<file path="src/design/mvp_pkg.sv">
`default_nettype none

package mvp_pkg;

   // Payload store depth and the address width that follows from it.
   localparam int MAX_PAYLOAD = 32;
   localparam int PAY_AW      = $clog2(MAX_PAYLOAD);

   localparam logic [7:0]  SYNC_BYTE      = 8'hFE;
   localparam logic [15:0] CRC_INIT       = 16'hFFFF;
   localparam logic [7:0]  GPS_RAW_INT_ID = 8'd24;

   typedef enum logic [3:0] {
      ST_HUNT,
      ST_LEN,
      ST_SEQ,
      ST_SYS,
      ST_COMP,
      ST_MSGID,
      ST_PAYLOAD,
      ST_CRC_LO,
      ST_CRC_HI,
      ST_FETCH,
      ST_LOAD
   } mvp_state_type;

   typedef struct packed {
      logic known;
      logic [7:0] len;
      logic [7:0] extra;
   } mvp_msg_info_type;

   // Commands from the controller to the datapath.
   typedef struct packed {
      logic frame_start;
      logic crc_accum;
      logic len_we;
      logic sys_we;
      logic msgid_we;
      logic pay_we;
      logic crc_lo_we;
      logic emit_start;
      logic out_load;
   } mvp_cmd_type;

   // Status from the datapath to the controller.
   typedef struct packed {
      logic is_sync;
      logic id_ok;
      logic pay_done;
      logic crc_match;
      logic emit_last;
      logic out_free;
   } mvp_sts_type;

   // One byte of the X.25 (MCRF4XX) CRC accumulate.
   function automatic logic [15:0] x25_update(input logic [15:0] crc, input logic [7:0] b);
      logic [7:0] t;
      t = b ^ crc[7:0];
      t = t ^ {t[3:0], 4'h0};
      return {8'h00, crc[15:8]} ^ {t, 8'h00} ^ {5'b00000, t, 3'b000} ^ {12'h000, t[7:4]};
   endfunction

   // Known message ids with their standard lengths and CRC extra bytes.
   function automatic mvp_msg_info_type msg_lookup(input logic [7:0] id);
      mvp_msg_info_type info;
      case (id)
         8'd0:    info = '{known: 1'b1, len: 8'd9,  extra: 8'd50};
         8'd1:    info = '{known: 1'b1, len: 8'd31, extra: 8'd124};
         8'd24:   info = '{known: 1'b1, len: 8'd30, extra: 8'd24};
         8'd30:   info = '{known: 1'b1, len: 8'd28, extra: 8'd39};
         8'd35:   info = '{known: 1'b1, len: 8'd22, extra: 8'd244};
         8'd74:   info = '{known: 1'b1, len: 8'd20, extra: 8'd20};
         default: info = '{known: 1'b0, len: 8'd0,  extra: 8'd0};
      endcase
      return info;
   endfunction

endpackage

`default_nettype wire

</file>
<file path="src/design/mvp_req_if.sv">
`default_nettype none

interface mvp_req_if;
   logic       valid;
   logic       ready;
   logic [7:0] rx_byte;

   modport source (output valid, output rx_byte, input ready);
   modport sink   (input valid, input rx_byte, output ready);
endinterface

`default_nettype wire

</file>
<file path="src/design/mvp_rsp_if.sv">
`default_nettype none

interface mvp_rsp_if;
   logic       valid;
   logic       ready;
   logic [7:0] msg_id;
   logic [7:0] sys_id;
   logic [7:0] payload_byte;
   logic [4:0] byte_index;
   logic       last;
   logic       gps_frame;

   modport source (output valid, output msg_id, output sys_id, output payload_byte,
                   output byte_index, output last, output gps_frame, input ready);
   modport sink   (input valid, input msg_id, input sys_id, input payload_byte,
                   input byte_index, input last, input gps_frame, output ready);
endinterface

`default_nettype wire

</file>
<file path="src/design/mvp_ctrl.sv">
`default_nettype none

module mvp_ctrl
   import mvp_pkg::*;
(
   input  wire logic        clock,
   input  wire logic        reset,
   input  wire logic        req_valid,
   output logic             req_ready,
   input  wire mvp_sts_type sts,
   output mvp_cmd_type      cmd
);

   mvp_state_type state_ff, state_in;
   logic          acc;

   always_ff @(posedge clock) begin
      if (reset) begin
         state_ff <= ST_HUNT;
      end else begin
         state_ff <= state_in;
      end
   end

   always_comb begin
      state_in  = state_ff;
      cmd       = '0;
      req_ready = (state_ff != ST_FETCH) && (state_ff != ST_LOAD);
      acc       = req_valid && req_ready;
      case (state_ff)
         ST_HUNT: begin
            if (acc && sts.is_sync) begin
               cmd.frame_start = 1'b1;
               state_in        = ST_LEN;
            end
         end
         ST_LEN: begin
            if (acc) begin
               cmd.crc_accum = 1'b1;
               cmd.len_we    = 1'b1;
               state_in      = ST_SEQ;
            end
         end
         ST_SEQ: begin
            if (acc) begin
               cmd.crc_accum = 1'b1;
               state_in      = ST_SYS;
            end
         end
         ST_SYS: begin
            if (acc) begin
               cmd.crc_accum = 1'b1;
               cmd.sys_we    = 1'b1;
               state_in      = ST_COMP;
            end
         end
         ST_COMP: begin
            if (acc) begin
               cmd.crc_accum = 1'b1;
               state_in      = ST_MSGID;
            end
         end
         ST_MSGID: begin
            if (acc) begin
               cmd.crc_accum = 1'b1;
               cmd.msgid_we  = 1'b1;
               state_in      = sts.id_ok ? ST_PAYLOAD : ST_HUNT;
            end
         end
         ST_PAYLOAD: begin
            if (acc) begin
               cmd.crc_accum = 1'b1;
               cmd.pay_we    = 1'b1;
               if (sts.pay_done) begin
                  state_in = ST_CRC_LO;
               end
            end
         end
         ST_CRC_LO: begin
            if (acc) begin
               cmd.crc_lo_we = 1'b1;
               state_in      = ST_CRC_HI;
            end
         end
         ST_CRC_HI: begin
            if (acc) begin
               if (sts.crc_match) begin
                  cmd.emit_start = 1'b1;
                  state_in       = ST_FETCH;
               end else begin
                  state_in = ST_HUNT;
               end
            end
         end
         ST_FETCH: begin
            state_in = ST_LOAD;
         end
         ST_LOAD: begin
            if (sts.out_free) begin
               cmd.out_load = 1'b1;
               state_in     = sts.emit_last ? ST_HUNT : ST_FETCH;
            end
         end
         default: begin
            state_in = ST_HUNT;
         end
      endcase
   end

endmodule

`default_nettype wire

</file>
<file path="src/design/mvp_dp.sv">
`default_nettype none

module mvp_dp
   import mvp_pkg::*;
(
   input  wire logic        clock,
   input  wire logic        reset,
   input  wire logic [7:0]  rx_byte,
   input  wire mvp_cmd_type cmd,
   output mvp_sts_type      sts,
   input  wire logic        rsp_ready,
   output logic             rsp_valid,
   output logic [7:0]       rsp_msg_id,
   output logic [7:0]       rsp_sys_id,
   output logic [7:0]       rsp_payload_byte,
   output logic [4:0]       rsp_byte_index,
   output logic             rsp_last,
   output logic             rsp_gps_frame
);

   logic [7:0]  frame_length_ff;
   logic [7:0]  frame_msg_id_ff;
   logic [7:0]  frame_sys_id_ff;
   logic [5:0]  payload_count_ff;
   logic [15:0] crc_ff;
   logic [7:0]  crc_low_ff;
   logic [7:0]  crc_extra_ff;
   logic [4:0]  emit_idx_ff;
   logic [7:0]  rd_data_ff;
   logic [7:0]  store [MAX_PAYLOAD];

   logic             out_valid_ff;
   logic [7:0]       out_msg_id_ff;
   logic [7:0]       out_sys_id_ff;
   logic [7:0]       out_byte_ff;
   logic [4:0]       out_index_ff;
   logic             out_last_ff;
   logic             out_gps_ff;

   mvp_msg_info_type info;
   logic [5:0]       count_inc;
   logic [15:0]      crc_final;

   assign info      = msg_lookup(rx_byte);
   assign count_inc = payload_count_ff + 6'd1;
   assign crc_final = x25_update(crc_ff, crc_extra_ff);

   always_comb begin
      sts.is_sync   = (rx_byte == SYNC_BYTE);
      sts.id_ok     = info.known && (info.len == frame_length_ff);
      sts.pay_done  = ({2'b00, count_inc} == frame_length_ff);
      sts.crc_match = ({rx_byte, crc_low_ff} == crc_final);
      sts.emit_last = (({3'b000, emit_idx_ff} + 8'd1) == frame_length_ff);
      sts.out_free  = !out_valid_ff || rsp_ready;
   end

   always_ff @(posedge clock) begin
      if (reset) begin
         crc_ff           <= CRC_INIT;
         payload_count_ff <= '0;
         emit_idx_ff      <= '0;
      end else begin
         if (cmd.frame_start) begin
            crc_ff           <= CRC_INIT;
            payload_count_ff <= '0;
         end else begin
            if (cmd.crc_accum) begin
               crc_ff <= x25_update(crc_ff, rx_byte);
            end
            if (cmd.pay_we) begin
               payload_count_ff <= count_inc;
            end
         end
         if (cmd.emit_start) begin
            emit_idx_ff <= '0;
         end else if (cmd.out_load) begin
            emit_idx_ff <= emit_idx_ff + 5'd1;
         end
      end
   end

   always_ff @(posedge clock) begin
      if (cmd.len_we) begin
         frame_length_ff <= rx_byte;
      end
      if (cmd.sys_we) begin
         frame_sys_id_ff <= rx_byte;
      end
      if (cmd.msgid_we) begin
         frame_msg_id_ff <= rx_byte;
         crc_extra_ff    <= info.extra;
      end
      if (cmd.crc_lo_we) begin
         crc_low_ff <= rx_byte;
      end
   end

   // Payload store: one write port, one registered read port.
   always_ff @(posedge clock) begin
      if (cmd.pay_we && ({2'b00, payload_count_ff} < 8'(MAX_PAYLOAD))) begin
         store[payload_count_ff[PAY_AW-1:0]] <= rx_byte;
      end
      rd_data_ff <= store[emit_idx_ff[PAY_AW-1:0]];
   end

   always_ff @(posedge clock) begin
      if (reset) begin
         out_valid_ff <= 1'b0;
      end else if (cmd.out_load) begin
         out_valid_ff <= 1'b1;
      end else if (rsp_ready) begin
         out_valid_ff <= 1'b0;
      end
   end

   always_ff @(posedge clock) begin
      if (cmd.out_load) begin
         out_msg_id_ff <= frame_msg_id_ff;
         out_sys_id_ff <= frame_sys_id_ff;
         out_byte_ff   <= rd_data_ff;
         out_index_ff  <= emit_idx_ff;
         out_last_ff   <= sts.emit_last;
         out_gps_ff    <= (frame_msg_id_ff == GPS_RAW_INT_ID);
      end
   end

   assign rsp_valid        = out_valid_ff;
   assign rsp_msg_id       = out_msg_id_ff;
   assign rsp_sys_id       = out_sys_id_ff;
   assign rsp_payload_byte = out_byte_ff;
   assign rsp_byte_index   = out_index_ff;
   assign rsp_last         = out_last_ff;
   assign rsp_gps_frame    = out_gps_ff;

endmodule

`default_nettype wire

</file>
<file path="src/design/mavlink_v1_frame_parser.sv">
`default_nettype none

// MAVLink v1 receive parser. Serial bytes enter one item at a time on req_ch; the parser
// hunts for the 0xFE sync byte, collects the header, checks the message id against six
// known messages (HEARTBEAT, SYS_STATUS, GPS_RAW_INT, ATTITUDE, RC_CHANNELS_RAW, VFR_HUD)
// and their standard lengths, buffers the payload and verifies the X.25 CRC including the
// per-message extra byte. A frame that passes comes out on rsp_ch as one item per payload
// byte, with msg_id, sys_id, the byte index and a last marker on the final byte; frames
// that fail any check are dropped silently and the parser goes back to hunting. Every
// received byte is taken as soon as it is offered, except after the CRC high byte of a good
// frame, when the input is held off while the payload is played out of the 32-byte store:
// for each payload byte a registered memory read and then a load of the output register,
// which waits while the sink stalls. The output register lets the next frame start while
// the final item still waits.

module mavlink_v1_frame_parser
   import mvp_pkg::*;
(
   input  wire logic clock,
   input  wire logic reset,
   mvp_req_if.sink   req_ch,
   mvp_rsp_if.source rsp_ch
);

   mvp_cmd_type cmd;
   mvp_sts_type sts;

   // The controller sequences the frame phases and the payload burst.
   mvp_ctrl u_ctrl (
      .clock     (clock),
      .reset     (reset),
      .req_valid (req_ch.valid),
      .req_ready (req_ch.ready),
      .sts       (sts),
      .cmd       (cmd)
   );

   // The datapath holds the header fields, the running CRC, the payload store
   // and the output register.
   mvp_dp u_dp (
      .clock            (clock),
      .reset            (reset),
      .rx_byte          (req_ch.rx_byte),
      .cmd              (cmd),
      .sts              (sts),
      .rsp_ready        (rsp_ch.ready),
      .rsp_valid        (rsp_ch.valid),
      .rsp_msg_id       (rsp_ch.msg_id),
      .rsp_sys_id       (rsp_ch.sys_id),
      .rsp_payload_byte (rsp_ch.payload_byte),
      .rsp_byte_index   (rsp_ch.byte_index),
      .rsp_last         (rsp_ch.last),
      .rsp_gps_frame    (rsp_ch.gps_frame)
   );

`ifndef SYNTHESIS
   // The last item of a frame sits at the final index of one of the known lengths.
   a_last_index: assert property (@(posedge clock) disable iff (reset)
      (rsp_ch.valid && rsp_ch.last) |->
         (rsp_ch.byte_index == 5'd8 || rsp_ch.byte_index == 5'd30 ||
          rsp_ch.byte_index == 5'd29 || rsp_ch.byte_index == 5'd27 ||
          rsp_ch.byte_index == 5'd21 || rsp_ch.byte_index == 5'd19))
      else $error("last marker on an index that ends no known frame");

   // The GPS flag follows the message id of the item.
   a_gps_flag: assert property (@(posedge clock) disable iff (reset)
      rsp_ch.valid |-> (rsp_ch.gps_frame == (rsp_ch.msg_id == GPS_RAW_INT_ID)))
      else $error("gps_frame disagrees with msg_id");

   // Input is only held off right after a byte was taken (the CRC high byte).
   a_hold_after_byte: assert property (@(posedge clock) disable iff (reset)
      (!req_ch.ready && $past(req_ch.ready) && !$past(reset)) |-> $past(req_ch.valid))
      else $error("input held off without a received byte");

   // A new item enters the output register only while input is held off.
   a_emit_blocks_input: assert property (@(posedge clock) disable iff (reset)
      (rsp_ch.valid && !$past(rsp_ch.valid) && !$past(reset)) |-> !$past(req_ch.ready))
      else $error("result appeared outside the payload burst");
`endif

endmodule

`default_nettype wire

</file>
<file path="src/flat_wrapper.sv">
// flat-port wrapper written by rule: the top's interface ports become plain ports
module mavlink_v1_frame_parser_flat import mvp_pkg::*;
  (clock, reset, req_ch_valid, req_ch_rx_byte, req_ch_ready, rsp_ch_valid, rsp_ch_msg_id, rsp_ch_sys_id, rsp_ch_payload_byte, rsp_ch_byte_index, rsp_ch_last, rsp_ch_gps_frame, rsp_ch_ready);
  mvp_req_if req_ch_i ();
  mvp_rsp_if rsp_ch_i ();
  input  wire logic clock;
  input  wire logic reset;
  input wire logic [$bits(req_ch_i.valid)-1:0] req_ch_valid;
  input wire logic [$bits(req_ch_i.rx_byte)-1:0] req_ch_rx_byte;
  output wire logic [$bits(req_ch_i.ready)-1:0] req_ch_ready;
  output wire logic [$bits(rsp_ch_i.valid)-1:0] rsp_ch_valid;
  output wire logic [$bits(rsp_ch_i.msg_id)-1:0] rsp_ch_msg_id;
  output wire logic [$bits(rsp_ch_i.sys_id)-1:0] rsp_ch_sys_id;
  output wire logic [$bits(rsp_ch_i.payload_byte)-1:0] rsp_ch_payload_byte;
  output wire logic [$bits(rsp_ch_i.byte_index)-1:0] rsp_ch_byte_index;
  output wire logic [$bits(rsp_ch_i.last)-1:0] rsp_ch_last;
  output wire logic [$bits(rsp_ch_i.gps_frame)-1:0] rsp_ch_gps_frame;
  input wire logic [$bits(rsp_ch_i.ready)-1:0] rsp_ch_ready;
  assign req_ch_i.valid = req_ch_valid;
  assign req_ch_i.rx_byte = req_ch_rx_byte;
  assign req_ch_ready = req_ch_i.ready;
  assign rsp_ch_valid = rsp_ch_i.valid;
  assign rsp_ch_msg_id = rsp_ch_i.msg_id;
  assign rsp_ch_sys_id = rsp_ch_i.sys_id;
  assign rsp_ch_payload_byte = rsp_ch_i.payload_byte;
  assign rsp_ch_byte_index = rsp_ch_i.byte_index;
  assign rsp_ch_last = rsp_ch_i.last;
  assign rsp_ch_gps_frame = rsp_ch_i.gps_frame;
  assign rsp_ch_i.ready = rsp_ch_ready;
  mavlink_v1_frame_parser u_core (.clock(clock), .reset(reset), .req_ch(req_ch_i), .rsp_ch(rsp_ch_i));
endmodule
</file>
<file path="config.mk">
export PLATFORM = sky130hd
export DESIGN_NAME = mavlink_v1_frame_parser_flat
export DESIGN_NICKNAME = d
export VERILOG_FILES = /design/src/design/mvp_pkg.sv /design/src/design/mvp_req_if.sv /design/src/design/mvp_rsp_if.sv /design/src/design/mvp_ctrl.sv /design/src/design/mvp_dp.sv /design/src/design/mavlink_v1_frame_parser.sv /design/src/flat_wrapper.sv
export SDC_FILE = /design/constraint.sdc
export NUM_CORES = 1
export LEC_CHECK = 0
export BUFFER_PORTS_ARGS = -buffer_cell sky130_fd_sc_hd__buf_2
export CORE_AREA = 2 2 226 173
export DETAILED_ROUTE_END_ITERATION = 7
export DIE_AREA = 0 0 228 175
export HOLD_SLACK_MARGIN = 0.1
export MAX_ROUTING_LAYER = met4
export SETUP_SLACK_MARGIN = 0.4
export SYNTH_ARGS = -nofsm -noshare
export SYNTH_HDL_FRONTEND = slang
export SYNTH_SLANG_ARGS = --single-unit
export TNS_END_PERCENT = 10
</file>
<file path="constraint.sdc">
create_clock -name clock -period 2.8 [get_ports clock]
set_input_delay 0.56 -clock clock [delete_from_list [all_inputs] [get_ports clock]]
set_output_delay 0.56 -clock clock [all_outputs]
set_load 0.01 [all_outputs]
</file>
==> results.txt <==
Mux share of post-synthesis cell area: 13.3%
Clock skew: 0.0195 ns
Hold-fix buffers, CTS: 0
Compound-gate portion of the synthesized area: 2.94%
Dpl cells: 1437
Worst-path cell chain: buf_6 > mux4_2 > mux4_2 > mux2_2
Final Total Pwr: 11.1 mW
Post-CTS Setup Bufs: 0
Fillers: 3257
Max FO, Critical Path: 17
Drc violations: 0
Clock root buffer master: clkbuf_16
Htree depth: 2
Netlist Area Pre-Place: 14900 µm²
CP max-delay cell: mux4_2
Buffers and inverters on the worst path: 1
Routed WL per cell: 22.9 µm
Fmax: 428 MHz
Yosys top cell by area: edfxtp_1
Synth Area in Adders: 0.420%
Worst-Margin Slew: 0.625 ns
Total Routed Length: 34.4 mm
Port-buffer cells: 44
Largest family of logic cells by synthesized area: multiplexers
Core area: 37700 µm²
Via density: 5.27
CP endpoint kind: register
Clock transition at path regs: 0.06 ns
Seq/Total Area, Yosys: 71.4%
1st-iter DRT viols: 753
Crit-path most repeated cell: mux4_2
CTS tree: done
Synthesis-to-finish area growth: 17.1%
Number of nets in the layout: 979
Leakage: 5.65 nW
Final Hold Fails: 0
Die area: 39900 µm²
Crit path kind: reg -> reg
Initial Util: 39.5%
Status: completed
Largest net degree at the start of global routing: 37
Share of post-route cells with drive strength above 1: 28.7%
Total Routing Usage GR: 18.0%
Die extent in x: 228 µm
Crit start category: register
Remaining global-route overflow: 0
Required time of the critical path: 3.21 ns
Syn avg cell area: 17.9 µm²
EDFF count, synth: 327
CP peak stage delay: 0.62 ns
Max-slew violation count: 0
Clock Latency Late Sink: 0.53 ns
CTS Sinks: 367
Clock Tree Buf Depth: 3
Synthesized net count: 850
Number of distinct library cells after synthesis: 61
RSZ-0062 raised after global routing: true
Mapped Cells: 833
Power density over the cells: 639 nW/µm²
Final min period: 2.34 ns
Remaining antenna violation count: 0
FF+latch count, synth: 367
XOR/XNOR Fraction of Synth Area: 4.74%
Most common cell after layout, fill and taps aside: edfxtp_1
Commonest non-fill, non-tap cells in the layout: edfxtp_1, mux4_2, buf_4, nor2_1, xnor2_1
Synth Area in Simple Gates: 6.00%
Pre-antenna DRT Iters: 7
Die Height: 175 µm
CTS buffer count: 35
Vias: 7906
Post-route setup TNS: 0 ns
Dominant cells by area after synthesis: edfxtp_1, mux4_2, dfxtp_1
# setup viols final: 0
Arr. time, crit path: 2.74 ns
VDD IR max: 0.471 mV
Detailed placement HPWL: 23.5 mm
Antenna violations before repair: 2
Non-Filler Instances: 1501
Top_reg_cell synth: edfxtp_1
First-pass GRT wire length: 51.6 mm
Hold_ws: 0.297 ns
HP Class: in -> reg
Yosys warns: 0
Top delay family on crit path: multiplexers
Global placement routability congestion: 0.837
Post-synth top area share: 66.0%
Row cnt: 62
Ports: 45
Fraction of registers with async set/reset: 0%
Period utilization: 83.4%
Worst slew margin: 58.0%
Vias in the first global route: 7887
Max_cap viols: 0
final timing paths:
path	slack (ns)	start	to	depth (start not counted)
min	0.30	reset	u_core.u_ctrl.state_ff[3]	2
max	0.46	u_core.u_dp.emit_idx_ff[0]	u_core.u_dp.rd_data_ff[0]	4
max reg2reg	0.46	u_core.u_dp.emit_idx_ff[0]	u_core.u_dp.rd_data_ff[0]	4
min reg2reg	0.42	u_core.u_dp.frame_sys_id_ff[2]	u_core.u_dp.rsp_sys_id[2]	0
timing repair:
action	CTS	global route
endpoints found under the hold margin	0	0
endpoints found under the setup margin	2	164
gates resized for setup	1	4
registers in the layout (all words and copies together), names as in the netlist, 4 cells and up:
name / cells
u_core.u_ctrl.state_ff: 4
u_core.u_dp.crc_extra_ff: 8
u_core.u_dp.crc_ff: 16
u_core.u_dp.crc_low_ff: 8
u_core.u_dp.emit_idx_ff: 5
u_core.u_dp.frame_length_ff: 8
u_core.u_dp.frame_msg_id_ff: 8
u_core.u_dp.frame_sys_id_ff: 8
u_core.u_dp.payload_count_ff: 6
u_core.u_dp.rd_data_ff: 8
u_core.u_dp.rsp_byte_index: 5
u_core.u_dp.rsp_msg_id: 8
u_core.u_dp.rsp_payload_byte: 8
u_core.u_dp.rsp_sys_id: 8
u_core.u_dp.store: 256
worst register-to-register path: cells and delay by family (launching register included):
family	cells	cell delay, ns
DFF	1	0.54
muxes	3	1.42
buffers and inverters	1	0.26
cell type report:
class / instances / area, µm² / area share, %
antenna: 1 / 2.50 / 0.0144
sequential: 367 / 10600 / 61.0
inverter: 8 / 30.0 / 0.172
clock inverter: 16 / 164 / 0.941
multi-input combinational: 421 / 4090 / 23.4
clock buffer: 47 / 962 / 5.52
timing repair buffer: 129 / 912 / 5.24
tap: 512 / 641 / 3.68
cells by family after synthesis:
logic type | Yosys count
flip-flops | 367
AND/OR/NAND/NOR | 184
multiplexers | 96
XOR/XNOR | 78
AO/OA/AOI/OAI | 58
buffers and inverters | 45
adder cells (fa/ha/maj) | 5
metal layers:
layer,GRT usage (%),up-vias,part of all wire [%]
li1,-,3538,-
met1,26.7,4055,48
met2,24.9,277,43
met3,4.42,36,8.2
met4,3.81,0,1.4
met5,-,-,0
cells in the mapped netlist (5+ instances only):
| library cell | n |
|---|---|
| o21ai_0 | 7 |
| ha_1 | 5 |
| edfxtp_1 | 327 |
| mux2_2 | 8 |
| or3_1 | 5 |
| mux4_2 | 80 |
| nand3_1 | 15 |
| inv_1 | 7 |
| nand2b_1 | 5 |
| clkbuf_1 | 20 |
| nand2_1 | 47 |
| xor2_1 | 27 |
| a21oi_1 | 8 |
| nand3b_1 | 6 |
| buf_1 | 10 |
| o211ai_1 | 13 |
| xnor2_1 | 48 |
| mux2i_1 | 8 |
| nor3_1 | 13 |
| nor2_1 | 59 |
| dfxtp_1 | 40 |
| nand4_1 | 8 |
metrics by stage:
stage	cell area [µm²]	utilization [%]	setup slack [ns]
CTS	17400	46.2	0.409
global route	17400	46.2	0.288
finish	17400	46.2	0.465
floorplan	14900	-	0.424
detailed placement	16300	43.2	0.283
global placement	16300	43.2	0.288
power breakdown:
group	internal (mW)	switching [mW]
combinational	0.162	0.279
clock	2.70	1.98
sequential	5.97	0.0384
total	8.84	2.30
Note: power is estimated with default switching activity, not from simulation.
